===== src/hw/rtl/sfs_pkg.sv =====
// ----------------------------------------------------------------------------
// sfs_pkg
// Shared types and codes of the slot allocator with per-pool free stacks.
// ----------------------------------------------------------------------------
`default_nettype none

package sfs_pkg;

   localparam int unsigned NUM_POOLS = 4;
   localparam int unsigned POOL_W    = 2;
   localparam int unsigned SLOT_W    = 16;
   localparam int unsigned CNT_W     = 17;
   localparam int unsigned SIZE_W    = 16;
   localparam int unsigned OFF_W     = 32;
   localparam int unsigned ADDR_W    = 64;
   localparam int unsigned STATUS_W  = 3;
   localparam int unsigned CSR_IDX_W = 3;
   localparam int unsigned CSR_W     = 64;

   localparam logic CMD_ALLOC = 1'b0;
   localparam logic CMD_FREE  = 1'b1;

   localparam logic [POOL_W-1:0] POOL_RTV     = 2'd0;
   localparam logic [POOL_W-1:0] POOL_DSV     = 2'd1;
   localparam logic [POOL_W-1:0] POOL_VIEW    = 2'd2;
   localparam logic [POOL_W-1:0] POOL_SAMPLER = 2'd3;

   localparam logic [STATUS_W-1:0] ST_GRANTED     = 3'd0;
   localparam logic [STATUS_W-1:0] ST_POOL_FULL   = 3'd1;
   localparam logic [STATUS_W-1:0] ST_FREED       = 3'd2;
   localparam logic [STATUS_W-1:0] ST_FREE_IGNORE = 3'd3;
   localparam logic [STATUS_W-1:0] ST_STACK_FULL  = 3'd4;

   localparam logic [CSR_IDX_W-1:0] CSR_RTV_HOST_BASE     = 3'd0;
   localparam logic [CSR_IDX_W-1:0] CSR_DSV_HOST_BASE     = 3'd1;
   localparam logic [CSR_IDX_W-1:0] CSR_VIEW_HOST_BASE    = 3'd2;
   localparam logic [CSR_IDX_W-1:0] CSR_SAMPLER_HOST_BASE = 3'd3;
   localparam logic [CSR_IDX_W-1:0] CSR_VIEW_DEVICE_BASE  = 3'd4;
   localparam logic [CSR_IDX_W-1:0] CSR_SAMPLER_DEV_BASE  = 3'd5;
   localparam logic [CSR_IDX_W-1:0] CSR_ENTRY_SIZES       = 3'd6;

   typedef struct packed {
      logic take;
      logic mul_en;
      logic out_en;
   } sfs_cmd_type;

endpackage

`default_nettype wire


===== src/hw/rtl/sfs_ctrl.sv =====
// ----------------------------------------------------------------------------
// sfs_ctrl
// Request sequencer: accept, stack read and multiply, address add and result.
// ----------------------------------------------------------------------------
`default_nettype none

module sfs_ctrl (
   input  wire logic               clock,
   input  wire logic               reset,
   input  wire logic               req_valid,
   output logic                    req_stall,
   output logic                    rsp_valid,
   input  wire logic               rsp_stall,
   output sfs_pkg::sfs_cmd_type    cmd
);

   import sfs_pkg::*;

   localparam logic [1:0] S_IDLE = 2'd0;
   localparam logic [1:0] S_MUL  = 2'd1;
   localparam logic [1:0] S_ADD  = 2'd2;

   logic [1:0] state_ff, state_in;
   logic       rsp_valid_ff, rsp_valid_in;
   logic       out_free;

   assign out_free  = !rsp_valid_ff || !rsp_stall;
   assign req_stall = (state_ff != S_IDLE);
   assign rsp_valid = rsp_valid_ff;

   always_comb begin
      state_in   = state_ff;
      cmd.take   = 1'b0;
      cmd.mul_en = 1'b0;
      cmd.out_en = 1'b0;
      unique case (state_ff)
         S_IDLE: begin
            if (req_valid) begin
               cmd.take = 1'b1;
               state_in = S_MUL;
            end
         end
         S_MUL: begin
            cmd.mul_en = 1'b1;
            state_in   = S_ADD;
         end
         S_ADD: begin
            if (out_free) begin
               cmd.out_en = 1'b1;
               state_in   = S_IDLE;
            end
         end
         default: begin
            state_in = S_IDLE;
         end
      endcase
   end

   always_comb begin
      rsp_valid_in = rsp_valid_ff;
      priority if (cmd.out_en) begin
         rsp_valid_in = 1'b1;
      end else if (!rsp_stall) begin
         rsp_valid_in = 1'b0;
      end
   end

   always_ff @(posedge clock) begin
      if (reset) begin
         state_ff     <= S_IDLE;
         rsp_valid_ff <= 1'b0;
      end else begin
         state_ff     <= state_in;
         rsp_valid_ff <= rsp_valid_in;
      end
   end

   a_take_then_busy: assert property (@(posedge clock) disable iff (reset)
      cmd.take |=> (req_stall && cmd.mul_en))
      else $error("accepted beat not followed by multiply step");

   a_mul_then_add: assert property (@(posedge clock) disable iff (reset)
      cmd.mul_en |=> (state_ff == S_ADD))
      else $error("multiply step not followed by address step");

   a_out_sets_valid: assert property (@(posedge clock) disable iff (reset)
      cmd.out_en |=> (rsp_valid && state_ff == S_IDLE))
      else $error("result load did not raise valid");

endmodule

`default_nettype wire


===== config.mk =====
export PLATFORM = sky130hd
export DESIGN_NAME = sfs_ctrl
export DESIGN_NICKNAME = d
export VERILOG_FILES = /design/src/hw/rtl/sfs_pkg.sv /design/src/hw/rtl/sfs_ctrl.sv
export SDC_FILE = /design/constraint.sdc
export NUM_CORES = 1
export LEC_CHECK = 0
export ABC_AREA = 0
export BUFFER_PORTS_ARGS = -buffer_cell sky130_fd_sc_hd__clkbuf_2
export CORE_AREA = 2 2 39 41
export DETAILED_ROUTE_END_ITERATION = 12
export DIE_AREA = 0 0 41 43
export PLACE_DENSITY = 0.3
export SLEW_MARGIN = 40
export SYNTH_ARGS = -nofsm -noshare
export SYNTH_HDL_FRONTEND = slang
export SYNTH_SLANG_ARGS = --single-unit

===== constraint.sdc =====
create_clock -name clock -period 0.9 [get_ports clock]
set_input_delay 0.135 -clock clock [delete_from_list [all_inputs] [get_ports clock]]
set_output_delay 0.135 -clock clock [all_outputs]
set_load 0.01 [all_outputs]

==> results.yml <==
yosys:
  ys_seq_area_frac: 0.414
  synthesis.nets: 20
  synth_seq_cells: 3
  synthCells: 16
  yosys_warnings: 0
  ys_types: 10
  synth_top_cells_by_area: "dfxtp_1 41%, a21oi_1 10%, buf_4 10%, nand2b_1 8.6%, nor3b_2 8.6%"
  avgSynthCellArea_um2: 9.07
  yosysTopAreaCellShare: 0.414
  syn_area_um2: 145
  synth_area_leader_cell: "dfxtp_1"
setup_path:
  cp-start-kind: "flip-flop"
  cp_top_family: "flip-flops"
  crit_path_max_fanout: 5
  critical_path_arrival_ns: 0.94
  critPathRequiredTime_ns: 0.76
  crit_path_max_incr_delay_ns: 0.33
  cp-end-kind: "output pin"
  slowest_stage: "dfxtp_2"
  crit_type: "reg2out"
  cp_num_buf_inv: 1
  crit_chain: "nand2b_4 > a21oi_2 > clkbuf_2"
place:
  dpl.hpwl_um: 270
  port-buffer-count: 8
  gp_congestion: 0.626
  dpl_cell_area_um2: 190
detailed_routing:
  wl_um: 316
  initialDrtViolationCount: 4
  drtPass1Iterations: 3
  num_vias: 138
  drc: 0
  via_per_inst: 3.29
  ant_nets: 0
  routedWlPerCell_um: 7.52
timing:
  maxSlewViolCount: 0
  finalSetupViolCount: 4
  fin_crit_ns: 1.07
  fin_crit_sh: 1.19
  fin_skew_ns: 0.00271
  rsz0062_at_grt: "yes"
  finalHoldViolations: 0
  worstMarginPinSlew_ns: 0.133
  max_freq_ghz: 0.932
  slew_headroom: 0.911
  hold_ws_ns: 0.0805
  setup_ws_ns: -0.172
die:
  dieWidth_um: 41
  ios: 9
  die-area_um2: 1760
  die_h_um: 43
  row_count: 14
  fp.coreArea_um2: 1380
  start_util: 0.105
pwr:
  pwr-share-seq: 0.337
  pwr-share-clk: 0.541
  switchingPower_uw: 102
  p_leak_uw: 0.000112
  vdd_drop_max_mv: 0.393
  p_int_uw: 337
  powerDensity_nw_per_um2: 1860
  combPwrFrac: 0.122
  swShare: 0.233
flow_run:
  drv_cap: 0
hold_path:
  min_path_type: "in2reg"
finish:
  n_antenna_cell: 0
  final_nets: 31
  postLayoutCellArea_um2: 236
  drive_gt1_frac: 0.692
  area_growth_pct: 62.9
grt:
  grt_usage: 0.0562
  grt_pass1_vias: 147
  antenna_found_initial: 0
  overflow: 0
  grt_start_max_net_pins: 6
  grt_first_pass_wirelength_um: 524
clocking:
  clockBufferDepth: 2
  path_clk_slew_ns: 0.04
  clock-sinks: 3
  cts_made_buffers: 3
  insertion_delay_ns: 0.24
  post_cts_buffers: 0
  cts_root_buf: "clkbuf_4"
  cts_tree: "yes"
  cts_hold_buf: 0
  cts_htree_levels: 1
outcome:
  status: "complete, but fails checks"
  violations: "negative setup slack"
## Yosys cell counts
cell      count
dfxtp_1       3
and2b_1       1
nand4b_1      1
or2_2         1
inv_1         1
nor3b_2       1
buf_4         2
a21oi_1       3
nand2_1       1
nand2b_1      2
## sequential cells by signal, summed over array words and instances (netlist names)
name / cells
state_ff: 2
rsp_valid: 1
## logic make-up (layout without fill, tap and decap cells)
logic type             after synthesis  in the layout  synth area share
AO/OA/AOI/OAI                        3              3             0.103
AND/OR/NAND/NOR                      7              7             0.353
flip-flops                           3              3             0.414
buffers and inverters                3             13             0.129
## per-layer routing
layer	global-route usage	up-vias	routed length, µm
met1	0.0256	62	66
met4	0.100	0	17
met3	0.0314	2	30
met5	0	-	0
met2	0.0844	4	201
li1	-	70	-
## what timing repair did
| item | CTS | global route |
|---|---|---|
| gates cloned | 0 | 0 |
| pin swaps | 1 | 0 |
| hold endpoints to repair | 0 | 0 |
| setup endpoints to repair | 4 | 4 |
| gates resized for setup | 7 | 2 |
## per-stage QoR
step                      cells  setup TNS, ns   util  setup WS (ns)  total power, µW
final                        42         -0.641  0.171         -0.172              439
after global routing         42         -0.818  0.171         -0.217              461
after CTS                    42         -0.718  0.171         -0.188              453
after detailed placement     38              0  0.137        0.00762              198
after global placement       38              0  0.137         0.0155              197
after floorplan              16              0      -         0.0702              180
## worst register-to-register path, delay by kind of cell (launching register included)
kind,cells,cell delay [ns]
flops,1,0.33
simple gates,1,0.17
compound gates,1,0.16
## final timing paths
kind / from / endpoint / slack [ns] / depth (start not counted)
worst min register to register: rsp_valid$_SDFFE_PP0P_ / rsp_valid$_SDFFE_PP0P_ / 0.48 / 2
worst max register to register: state_ff[0]$_SDFFE_PP0P_ / state_ff[1]$_SDFFE_PP0P_ / 0.17 / 2
worst max-delay path: state_ff[0]$_SDFFE_PP0P_ / cmd[0] / -0.17 / 3
worst min-delay path: reset / rsp_valid$_SDFFE_PP0P_ / 0.08 / 2
## cell type report
cell class                      count  area [µm²]
Sequential cell                     3        66.3
Fill cell                         162        1150
Multi-Input combinational cell     10        80.1
Clock buffer                        4        26.3
Inverter                            1        3.75
Timing Repair Buffer                8        40.0
Tap cell                           16        20.0
## layout by cell type, fill, tap and decap left out, drive strengths merged
cell type | Yosys | final
nand4b | 1 | 1
or2 | 1 | 1
a21oi | 3 | 3
buf | 2 | 2
clkbuf | 0 | 10
nor3b | 1 | 1
nand2b | 2 | 2
nand2 | 1 | 1
inv | 1 | 1
and2b | 1 | 1
dfxtp | 3 | 3
## power by group through the flow
| stage | clock (µW) | combinational [µW] | sequential, µW |
|---|---|---|---|
| finish | 237 | 53.5 | 148 |
| global route | 251 | 59.5 | 150 |
| CTS | 249 | 55.1 | 148 |
| detailed placement | 0 | 49.1 | 149 |
| global placement | 0 | 48.6 | 149 |
| floorplan | 0 | 31.3 | 148 |
Power figures use the tool's default switching activity.
